`src/rtl/core/csee_pkg.sv`:
```
// Shared types, constants and helper functions for the C string escape expander.
`default_nettype none
package csee_pkg;

   localparam int unsigned MAX_LEN     = 4096;
   localparam int unsigned LEN_W       = $clog2(MAX_LEN + 1);
   localparam int unsigned TOTAL_LEN_W = 13;
   localparam int unsigned MAX_RESULTS = 4;
   localparam int unsigned CNT_W       = $clog2(MAX_RESULTS + 1);
   localparam int unsigned IDX_W       = $clog2(MAX_RESULTS);

   localparam logic [2:0] HEX_DIGITS = 3'd2;
   localparam logic [2:0] UNI_DIGITS = 3'd4;

   localparam logic [7:0] CH_QUOTE  = 8'h22;
   localparam logic [7:0] CH_BSLASH = 8'h5C;
   localparam logic [7:0] CH_ZERO   = 8'h30;
   localparam logic [7:0] CH_SEVEN  = 8'h37;
   localparam logic [7:0] CH_NINE   = 8'h39;
   localparam logic [7:0] CH_UP_A   = 8'h41;
   localparam logic [7:0] CH_UP_F   = 8'h46;
   localparam logic [7:0] CH_LOW_A  = 8'h61;
   localparam logic [7:0] CH_LOW_F  = 8'h66;
   localparam logic [7:0] CH_LOW_U  = 8'h75;
   localparam logic [7:0] CH_LOW_X  = 8'h78;
   localparam logic [7:0] CH_LOW_Z  = 8'h7A;

   typedef logic [LEN_W-1:0] len_type;

   typedef enum logic [2:0] {
      MODE_NORMAL,
      MODE_BSLASH,
      MODE_HEX,
      MODE_UNI,
      MODE_OCT
   } mode_type;

   typedef struct packed {
      logic                   ok;
      logic [3:0]             val;
   } hex_digit_type;

   typedef struct packed {
      logic [7:0]             out_byte;
      logic                   is_end;
      logic [TOTAL_LEN_W-1:0] total_len;
      logic                   last;
   } rsp_item_type;

   // all results caused by one input word
   typedef struct packed {
      rsp_item_type [MAX_RESULTS-1:0] item;
      logic [CNT_W-1:0]               count;
   } res_set_type;

   function automatic hex_digit_type hex_digit(logic [7:0] b);
      hex_digit_type h;
      h.ok  = 1'b1;
      h.val = b[3:0];
      if (b >= CH_ZERO && b <= CH_NINE) begin
         h.val = b[3:0];
      end else if ((b >= CH_UP_A && b <= CH_UP_F) || (b >= CH_LOW_A && b <= CH_LOW_F)) begin
         h.val = 4'(b[3:0] + 4'd9);
      end else begin
         h.ok  = 1'b0;
         h.val = 4'd0;
      end
      return h;
   endfunction

   // control-character letters; other letters stand for themselves
   function automatic logic [7:0] letter_code(logic [7:0] b);
      logic [7:0] r;
      case (b)
         8'h61:   r = 8'h07;  // a
         8'h62:   r = 8'h08;  // b
         8'h65:   r = 8'h1B;  // e
         8'h66:   r = 8'h0C;  // f
         8'h6E:   r = 8'h0A;  // n
         8'h72:   r = 8'h0D;  // r
         8'h74:   r = 8'h09;  // t
         8'h76:   r = 8'h0B;  // v
         default: r = b;
      endcase
      return r;
   endfunction

   function automatic len_type sat_len(len_type len, logic [CNT_W-1:0] k);
      logic [LEN_W:0] sum;
      sum = {1'b0, len} + (LEN_W+1)'(k);
      if (sum >= (LEN_W+1)'(MAX_LEN)) begin
         return LEN_W'(MAX_LEN);
      end
      return sum[LEN_W-1:0];
   endfunction

endpackage
`default_nettype wire

```
`src/rtl/core/c_string_escape_expander_unit.sv`:
```
// Top level of the C string literal escape expander.
// Input channel req_: one raw literal-body byte per word, starting after the
// opening quote. Result channel rsp_: decoded bytes, an end marker (is_end,
// byte zero) when the closing quote arrives, the decoded length so far in
// total_len (saturating at MAX_LEN), and last on the final word of an input.
// An input word yields zero to four result words; bytes swallowed by an
// escape yield none. Decode is one combinational pass from the input port
// into the result register, so the first result appears the cycle after
// acceptance. A word with one result sustains one word per cycle while
// rsp_stall is low; a word with N results holds the input stalled while
// the result register drains them, one per cycle while rsp_stall is low.
// The next input is taken in the same cycle that the last pending result
// leaves. When rsp_stall is high the current result holds and req_stall
// stays high while any result is pending. Synchronous reset returns to
// normal (no escape pending), clears the length and drops pending results.
`default_nettype none
module c_string_escape_expander_unit (
   input  wire         clock,
   input  wire         reset,
   input  wire         req_valid,
   output logic        req_stall,
   input  wire  [7:0]  req_in_byte,
   output logic        rsp_valid,
   input  wire         rsp_stall,
   output logic [7:0]  rsp_out_byte,
   output logic        rsp_is_end,
   output logic [12:0] rsp_total_len,
   output logic        rsp_last
);
   import csee_pkg::*;

   res_set_type  set;
   rsp_item_type item;
   logic         accept;

   assign accept = req_valid && !req_stall;

   csee_decode u_decode (
      .clock   (clock),
      .reset   (reset),
      .accept  (accept),
      .in_byte (req_in_byte),
      .set     (set)
   );

   csee_out_buf u_out_buf (
      .clock     (clock),
      .reset     (reset),
      .in_valid  (req_valid),
      .in_stall  (req_stall),
      .set       (set),
      .out_valid (rsp_valid),
      .out_stall (rsp_stall),
      .out_item  (item)
   );

   assign rsp_out_byte  = item.out_byte;
   assign rsp_is_end    = item.is_end;
   assign rsp_total_len = item.total_len;
   assign rsp_last      = item.last;

   a_end_is_last: assert property (@(posedge clock) disable iff (reset)
      rsp_valid && rsp_is_end |-> rsp_last)
      else $error("end marker not flagged last");

   a_end_byte_zero: assert property (@(posedge clock) disable iff (reset)
      rsp_valid && rsp_is_end |-> rsp_out_byte == 8'd0)
      else $error("end marker carries a data byte");

   a_burst_continues: assert property (@(posedge clock) disable iff (reset)
      rsp_valid && !rsp_stall && !rsp_last |=> rsp_valid)
      else $error("result burst broken before last word");

   a_hold_input: assert property (@(posedge clock) disable iff (reset)
      rsp_valid && !rsp_last |-> req_stall)
      else $error("input taken while results of earlier word pending");

endmodule
`default_nettype wire

```
`src/rtl/core/csee_decode.sv`:
```
// Escape state and single-pass decode of one input word into up to four result words.
`default_nettype none
module csee_decode (
   input  wire                   clock,
   input  wire                   reset,
   input  wire                   accept,
   input  wire  [7:0]            in_byte,
   output csee_pkg::res_set_type set
);
   import csee_pkg::*;

   mode_type         mode_ff, mode_in;
   logic [2:0]       cnt_ff, cnt_in;
   logic [15:0]      acc_ff, acc_in;
   len_type          len_ff, len_in;

   hex_digit_type    hex;
   logic             is_quote, is_bslash, is_oct, is_lower;
   logic [15:0]      hex_new;
   logic [2:0]       cnt_inc;
   logic             hex_full;
   logic             reprocess;

   logic             flush_en, flush_uni;
   logic [15:0]      flush_val;
   logic [1:0]       fn;
   logic [7:0]       fbyte [MAX_RESULTS];
   logic             tail_en, tail_end;
   logic [7:0]       tail_byte;
   logic [CNT_W-1:0] ndata;

   assign hex       = hex_digit(in_byte);
   assign is_quote  = (in_byte == CH_QUOTE);
   assign is_bslash = (in_byte == CH_BSLASH);
   assign is_oct    = (in_byte >= CH_ZERO) && (in_byte <= CH_SEVEN);
   assign is_lower  = (in_byte >= CH_LOW_A) && (in_byte <= CH_LOW_Z);
   assign hex_new   = {acc_ff[11:0], hex.val};
   assign cnt_inc   = cnt_ff + 3'd1;
   assign hex_full  = (mode_ff == MODE_HEX) ? (cnt_inc >= HEX_DIGITS) : (cnt_inc >= UNI_DIGITS);

   // byte goes through normal-mode handling after any pending escape is flushed
   assign reprocess = (mode_ff == MODE_NORMAL)
                   || (((mode_ff == MODE_HEX) || (mode_ff == MODE_UNI)) && !hex.ok)
                   || ((mode_ff == MODE_OCT) && !is_oct);

   // next state
   always_comb begin
      mode_in = MODE_NORMAL;
      cnt_in  = 3'd0;
      acc_in  = 16'd0;
      unique case (mode_ff)
         MODE_NORMAL: begin
         end
         MODE_BSLASH: begin
            if (in_byte == CH_LOW_X) begin
               mode_in = MODE_HEX;
            end else if (in_byte == CH_LOW_U) begin
               mode_in = MODE_UNI;
            end else if (is_oct) begin
               mode_in = MODE_OCT;
               acc_in  = {13'd0, in_byte[2:0]};
            end
         end
         MODE_HEX, MODE_UNI: begin
            if (hex.ok && !hex_full) begin
               mode_in = mode_ff;
               cnt_in  = cnt_inc;
               acc_in  = hex_new;
            end
         end
         MODE_OCT: begin
            if (is_oct) begin
               mode_in = MODE_OCT;
               acc_in  = {8'd0, acc_ff[4:0], in_byte[2:0]};
            end
         end
         default: begin
         end
      endcase
      if (reprocess && is_bslash) begin
         mode_in = MODE_BSLASH;
      end
   end

   // result words
   always_comb begin
      flush_en  = 1'b0;
      flush_uni = 1'b0;
      flush_val = 16'd0;
      tail_en   = 1'b0;
      tail_end  = 1'b0;
      tail_byte = 8'd0;
      unique case (mode_ff)
         MODE_NORMAL: begin
         end
         MODE_BSLASH: begin
            if (in_byte != CH_LOW_X && in_byte != CH_LOW_U && !is_oct) begin
               tail_en   = 1'b1;
               tail_byte = is_lower ? letter_code(in_byte) : in_byte;
            end
         end
         MODE_HEX, MODE_UNI: begin
            flush_uni = (mode_ff == MODE_UNI);
            if (hex.ok) begin
               flush_en  = hex_full;
               flush_val = hex_new;
            end else begin
               flush_en  = 1'b1;
               flush_val = acc_ff;
            end
         end
         MODE_OCT: begin
            flush_en  = !is_oct;
            flush_val = {8'd0, acc_ff[7:0]};
         end
         default: begin
         end
      endcase
      if (reprocess) begin
         if (is_quote) begin
            tail_en  = 1'b1;
            tail_end = 1'b1;
         end else if (!is_bslash) begin
            tail_en   = 1'b1;
            tail_byte = in_byte;
         end
      end
   end

   // flushed escape value, one byte or UTF-8
   always_comb begin
      fn       = 2'd0;
      fbyte[0] = 8'd0;
      fbyte[1] = 8'd0;
      fbyte[2] = 8'd0;
      fbyte[3] = 8'd0;
      if (flush_en) begin
         if (!flush_uni || flush_val < 16'h0080) begin
            fn       = 2'd1;
            fbyte[0] = flush_val[7:0];
         end else if (flush_val < 16'h0800) begin
            fn       = 2'd2;
            fbyte[0] = {3'b110, flush_val[10:6]};
            fbyte[1] = {2'b10, flush_val[5:0]};
         end else begin
            fn       = 2'd3;
            fbyte[0] = {4'b1110, flush_val[15:12]};
            fbyte[1] = {2'b10, flush_val[11:6]};
            fbyte[2] = {2'b10, flush_val[5:0]};
         end
      end
   end

   assign ndata  = CNT_W'(fn) + CNT_W'(tail_en && !tail_end);
   assign len_in = tail_end ? '0 : sat_len(len_ff, ndata);

   always_comb begin
      set.count = CNT_W'(fn) + CNT_W'(tail_en);
      for (int p = 0; p < MAX_RESULTS; p++) begin
         if (CNT_W'(p) < CNT_W'(fn)) begin
            set.item[p].out_byte = fbyte[p];
            set.item[p].is_end   = 1'b0;
         end else begin
            set.item[p].out_byte = tail_byte;
            set.item[p].is_end   = tail_end;
         end
         // data words count themselves, the end marker does not
         set.item[p].total_len = TOTAL_LEN_W'(sat_len(len_ff,
                                  CNT_W'(p) + CNT_W'(!set.item[p].is_end)));
         set.item[p].last      = (CNT_W'(p + 1) == set.count);
      end
   end

   always_ff @(posedge clock) begin
      if (reset) begin
         mode_ff <= MODE_NORMAL;
         cnt_ff  <= 3'd0;
         acc_ff  <= 16'd0;
         len_ff  <= '0;
      end else if (accept) begin
         mode_ff <= mode_in;
         cnt_ff  <= cnt_in;
         acc_ff  <= acc_in;
         len_ff  <= len_in;
      end
   end

endmodule
`default_nettype wire

```
`src/rtl/core/csee_out_buf.sv`:
```
// Result register: holds one input's words, out one per cycle unless out_stall.
`default_nettype none
module csee_out_buf (
   input  wire                    clock,
   input  wire                    reset,
   input  wire                    in_valid,
   output logic                   in_stall,
   input  csee_pkg::res_set_type  set,
   output logic                   out_valid,
   input  wire                    out_stall,
   output csee_pkg::rsp_item_type out_item
);
   import csee_pkg::*;

   rsp_item_type [MAX_RESULTS-1:0] items_ff;
   logic [CNT_W-1:0]               remain_ff;
   logic [IDX_W-1:0]               idx_ff;
   logic                           pop, load, can_load;

   assign out_valid = (remain_ff != '0);
   assign out_item  = items_ff[idx_ff];
   assign pop       = out_valid && !out_stall;
   // refill when empty or while the final word of the previous input leaves
   assign can_load  = (remain_ff == '0) || ((remain_ff == CNT_W'(1)) && !out_stall);
   assign in_stall  = !can_load;
   assign load      = in_valid && can_load;

   always_ff @(posedge clock) begin
      if (load) begin
         items_ff <= set.item;
      end
   end

   always_ff @(posedge clock) begin
      if (reset) begin
         remain_ff <= '0;
         idx_ff    <= '0;
      end else if (load) begin
         remain_ff <= set.count;
         idx_ff    <= '0;
      end else if (pop) begin
         remain_ff <= remain_ff - CNT_W'(1);
         idx_ff    <= idx_ff + IDX_W'(1);
      end
   end

endmodule
`default_nettype wire
```
`config.mk`:
```
export PLATFORM = sky130hd
export DESIGN_NAME = c_string_escape_expander_unit
export DESIGN_NICKNAME = d
export VERILOG_FILES = /design/src/rtl/core/csee_pkg.sv /design/src/rtl/core/c_string_escape_expander_unit.sv /design/src/rtl/core/csee_decode.sv /design/src/rtl/core/csee_out_buf.sv
export SDC_FILE = /design/constraint.sdc
export NUM_CORES = 1
export LEC_CHECK = 0
export ABC_AREA = 0
export BUFFER_PORTS_ARGS = -buffer_cell sky130_fd_sc_hd__buf_4
export CAP_MARGIN = 0
export CORE_MARGIN = 1.5
export CORE_UTILIZATION = 45
export DETAILED_ROUTE_END_ITERATION = 7
export PLACE_DENSITY_LB_ADDON = 0.25
export REMOVE_ABC_BUFFERS = 1
export SYNTH_ARGS = -nofsm -noshare
export SYNTH_HDL_FRONTEND = slang
export SYNTH_HIERARCHICAL = 1
export SYNTH_SLANG_ARGS = --single-unit
export TNS_END_PERCENT = 30
```
`constraint.sdc`:
```
create_clock -name clock -period 6.4 [get_ports clock]
set_input_delay 0 -clock clock [delete_from_list [all_inputs] [get_ports clock]]
set_output_delay 0 -clock clock [all_outputs]
set_load 0.01 [all_outputs]
```
=== Yosys cells after proc, flatten, opt, wreduce, memory -nomap -nowiden ===
Index checks and enable logic that the tools add are counted.

* Add/subtract/negate cells: 14
* $lt $le $gt $ge: 21
* Eq/ne operators: 24
* Muxes and demuxes: 69
* Reductions and logical operators: 38

{| class="wikitable"
|+ Operators by type and width
! kind !! count
|-
| 13-bit two-way mux || 11
|-
| 8-bit by 7-bit equality test with 1-bit output (second input constant) || 11
|-
| 16-bit two-way mux || 5
|-
| 8-bit two-way mux || 9
|-
| 14-bit by 13-bit greater-or-equal comparator with 1-bit output (second input constant) || 5
|-
| 8-bit one-hot mux with 8 select lines || 1
|-
| 13-bit by 3-bit adder with 14-bit output || 4
|-
| 16-bit one-hot mux with 3 select lines || 1
|-
| 23-bit binary-select mux with 2-bit select || 1
|-
| 16-bit one-hot mux with 2 select lines || 1
|-
| 3-bit two-way mux || 10
|-
| 9-bit two-way mux || 3
|-
| 8-bit by 7-bit less-or-equal comparator with 1-bit output (second input constant) || 3
|-
| 24-bit two-way mux || 1
|-
| 23-bit two-way mux || 1
|-
| 1-bit two-way mux || 18
|-
| 8-bit by 7-bit greater-or-equal comparator with 1-bit output (second input constant) || 2
|-
| 8-bit by 6-bit less-or-equal comparator with 1-bit output (second input constant) || 2
|-
| 16-bit by 12-bit less-than comparator with 1-bit output (second input constant) || 1
|-
| 16-bit by 8-bit less-than comparator with 1-bit output (second input constant) || 1
|-
| 8-bit by 7-bit inequality test with 1-bit output (second input constant) || 2
|-
| 1-bit logical AND || 15
|-
| 13-bit by 1-bit adder with 14-bit output || 1
|-
| 14-bit two-way mux || 1
|-
| 32 further kinds || 56
|}

* Register bits: 132
* Input bits: 12
* Output and inout port bits: 25
* Logic and storage cells: 188

=== Logic depth before layout (Yosys ltp) ===
* Depth in word-level cells: 19
* Mapped depth: 20
* Gate-level depth less buffers: 19

=== Cells and area by module ===
Netlist, hierarchy kept.

{| class="wikitable"
|+ Modules (own cells, without submodules)
! module !! times used !! cells an instance !! area each (um^2) !! seq. area each (um^2)
|-
| csee_decode || 1 || 615 || 4171.5 || 700.7
|-
| csee_out_buf || 1 || 156 || 3652.3 || 2862.7
|-
| c_string_escape_expander_unit || 1 || 1 || 13.8 || 0.0
|}

=== Worst setup path after synthesis ===
Ideal clock, no wire load.

* Kind: input-to-reg
* From: input port req_in_byte[1]
* To: register u_decode.len_ff[5]
* Library setup time: 0.093 ns
* Data arrival time: 4.365 ns
* Required time: 6.307 ns
* Path slack: 1.942 ns
* Stages on the path: 18
* Cell sequence: clkbuf_1 -> inv_1 -> ha_1 -> or4b_4 -> a41oi_4 -> nand2_2 -> o31a_1 -> or4_4 -> nand2_1 -> fa_1 -> inv_1 -> fa_1 -> and3_1 -> a21o_1 -> nand2_1 -> o311ai_2 -> or2_2 -> o311ai_2

* Word-level cells in the longest chain between the ends: 18
* Elaborated cells on any way between the ends: 54
* Classes of those cells: add/sub: 3; order compare: 10; eq/ne: 4; mux: 21; reduce/logical: 16

{| class="wikitable"
|+ Ends and longest elaborated chain
! item !! line !! source
|-
| start: declaration || c_string_escape_expander_unit.sv:22 || <nowiki>input wire [7:0] req_in_byte,</nowiki>
|-
| branches (longest 17 deep; another with 16-bit by 12-bit less-than comparator with 1-bit output) || -- ||
|-
| 13-bit two-way mux (*) || csee_decode.sv:155 || <nowiki>assign len_in = tail_end ? '0 : sat_len(len_ff, ndata);</nowiki>
|-
| end signal: assignment || csee_decode.sv:184 || <nowiki>len_ff <= len_in;</nowiki>
|-
| end: declaration || csee_decode.sv:15 || <nowiki>len_type len_ff, len_in;</nowiki>
|}

Mark *: on every way between the ends.
A chain may end at the register's enable or synchronous reset.

=== Worst setup path after layout ===
Ends and elaborated chain as after synthesis.

==> out/results.ini <==
[sta]
worst_slack_ns=1.236
maxSlewHeadroom=0.2269
drv_slew=0
min_period_over_period=0.8069
grt_setup_unrepaired=no
finalSetupViolations=0
fin_skew_ns=0.01113
finalSetupTns_ns=0
fmax_mhz=193.6
hold_viol=0
post-route-min-period_ns=5.164
worst_pin_slew_ns=1.149

[clock_network]
clk_latency_ns=0.42
htreeDepth=4
numCtsBuffers=17
clock-root-buffer=clkbuf_16
tritoncts=done
path_clk_slew_ns=0.06
clock-sinks=132
clock_path_buffers=2

[run]
max_cap_violations=0

[placed_design]
port_buffers=36
place_inst=992
hpwl_mm=12.82
place_area_um2=8209
place_ws_ns=1.421
gp_congestion=0.9720

[logic_synthesis]
yosys.area.top_type_share=0.3525
synth_ff_type=edfxtp_1
synth_edf_count=92
netlist_top_cells_area=edfxtp_1, dfxtp_1, mux4_2, nor2_1, xnor2_1
synth-seq-cells=132
ys_types=79
ys_seq_area_frac=0.4547
synth.largest_area_cell=edfxtp_1
yosysWarningCount=6
postSynthCellCount=772
synth_area_um2=7838
synthArstFlopShare=0
syn_avg_cell_area_um2=10.15

[worst_setup_path]
crit_required_ns=6.72
critPathMaxFanout=13
path_cells=dlygate4sd3_1 -> buf_4 -> inv_1 -> ha_1 -> or4b_4 -> nand3_1 -> nand2_2 -> o31a_1 -> or4_4 -> nand2_1 -> fa_1 -> inv_1 -> fa_1 -> and3_1 -> a21o_1 -> nand2_1 -> o311ai_2 -> or2_2 -> o311ai_2
crit_path_start_kind=input pin
end_kind=flop
cpMaxStageDelayCell=or4b_4
max_stage_delay_ns=0.56
crit_arrival_ns=5.49
critical_path_class=in -> reg

[power_and_ir_drop]
ir_drop_mv=0.1934
power.density_nw_per_um2=341.6
p_leak_uw=0.003105

[grt]
grt_use_total=0.2115
antenna_found_initial=0
grt_overflow_total=0
grt_pass1_wl_mm=29.81
grt_start_max_net_pins=93
grt_pass1_vias=5807

[final_layout]
fin_cells=1028
fill_cells=1578
drive_above_1_share=0.1432
fin_util=0.5146
multiInputGateArea_um2=3923
area_growth_pct=12.79
seq_area_um2=3565
final_nets=825
antennaDiodeCount=0
final_area_um2=8840

[detailed_routing]
drc=0
dr.pass1.iters=5
totalWireLength_mm=18.34
avgRoutedWirePerCell_um=17.84
num_vias=5979
drt_iter0_drc=496
avgViaCountPerCell=5.816
detail-route-antenna-nets=0

[die]
initial_utilization=0.4563
fp-row-count=48
die_h_um=135.0
io-pin-count=37
die-area_um2=18220
core_um2=17180
die_w_um=135.0

[run_status]
status=completed

[hold_path]
hold_class=in -> reg

==> Yosys cell counts (4+ instances only) <==
master / instances
buf_1: 5
nor4_1: 6
o21ai_1: 8
mux2i_1: 15
a31oi_1: 9
or3_1: 5
inv_1: 31
dfxtp_1: 40
a21oi_1: 38
nand4_1: 7
or4_1: 4
o211ai_1: 4
nor3b_1: 5
o22ai_1: 6
mux4_2: 22
nor3_1: 15
xor2_1: 12
buf_6: 4
buf_2: 16
nand2_1: 61
ha_1: 21
a22oi_1: 9
o21ai_0: 28
o31ai_1: 5
xnor2_1: 35
a211oi_1: 4
a22o_1: 5
and3_1: 6
nand3_1: 21
edfxtp_1: 92
nor2b_1: 12
nor2_1: 116
clkbuf_1: 21
nand2b_1: 20
==> kinds of logic (layout without fill, tap and decap cells) <==
family / count (synthesis) / in the layout / share of synthesized area
AOI/OAI and AO/OA: 152 / 152 / 0.1365
xor gates and xnor gates: 47 / 47 / 0.05252
adders and majority gates: 23 / 23 / 0.03863
buffers and inverters: 79 / 110 / 0.04486
DFF: 132 / 132 / 0.4547
muxes: 39 / 39 / 0.08717
and+or+nand+nor: 300 / 300 / 0.1857
==> routing by layer <==
metal / up-vias / wire [um] / global-route usage
li1: 2858 / - / -
met1: 2867 / 7903 / 0.2723
met2: 217 / 9080 / 0.3541
met3: 37 / 945 / 0.03604
met4: 0 / 412 / 0.08781
met5: - / 0 / 0
==> where the power goes <==
part / total [uW] / switching [uW] / internal, uW
combinational: 776 / 415 / 361
clock: 975 / 364 / 610
sequential: 1270 / 86.5 / 1180
==> placed cells by master, fill, tap and decap left out, types with 17 or more instances in the layout <==
cell	synthesis	final
mux4_2	22	22
o21ai_0	28	28
inv_1	31	30
edfxtp_1	92	92
clkbuf_16	0	17
a21oi_1	38	38
ha_1	21	21
xnor2_1	35	35
nand2_1	61	61
nor2_1	116	116
nand2b_1	20	20
dfxtp_1	40	39
nand3_1	21	21
buf_4	1	43
==> stage by stage <==
stage	power (uW)	hold WS (ns)
global placement	2051	0.3343
floorplan	1779	0.06786
detailed placement	2071	0.3420
finish	3020	0.03713
global route	3169	0.03446
CTS	3055	0.02042
==> critical path, delay by kind of cell <==
family / cells / cell delay [ns]
AO/OA/AOI/OAI: 4 / 1.06
adder cells (fa/ha/maj): 3 / 0.93
buffers and inverters: 4 / 0.83
AND/OR/NAND/NOR: 8 / 2.65
==> state kept, by name, indices dropped and copies added (netlist names) <==
signal and flops:
u_decode/acc_ff 16, u_decode/cnt_ff 3, u_decode/len_ff 13, u_decode/mode_ff 3
u_out_buf/idx_ff 2, u_out_buf/items_ff 92, u_out_buf/remain_ff 3
==> cell type report <==
class,instances,area share
multi-input combinational,561,0.4437
inverter,31,0.01331
timing repair buffer,47,0.04105
clock inverter,13,0.01783
clock buffer,19,0.04897
sequential,132,0.4033
tap,225,0.03185
==> repair_timing <==
action,CTS,global route
hold buffers,4,0
gates resized for setup,0,0
buffers inserted,0,0
hold endpoints to repair,20,0
==> final timing paths <==
kind | from | end | slack [ns] | depth (start not counted)
setup / recovery | req_in_byte[1] | u_decode/len_ff[5]$_SDFFE_PP0P_ | 1.24 | 19
hold / removal | req_in_byte[5] | u_out_buf/items_ff[89]$_DFFE_PP_ | 0.04 | 3
setup reg to reg | u_decode/cnt_ff[1]$_SDFFE_PP0P_ | u_decode/len_ff[5]$_SDFFE_PP0P_ | 2.11 | 16
hold reg to reg | u_decode/acc_ff[12]$_SDFFE_PP0P_ | u_decode/acc_ff[12]$_SDFFE_PP0P_ | 0.49 | 2
Note: power is estimated with default switching activity, not from simulation.
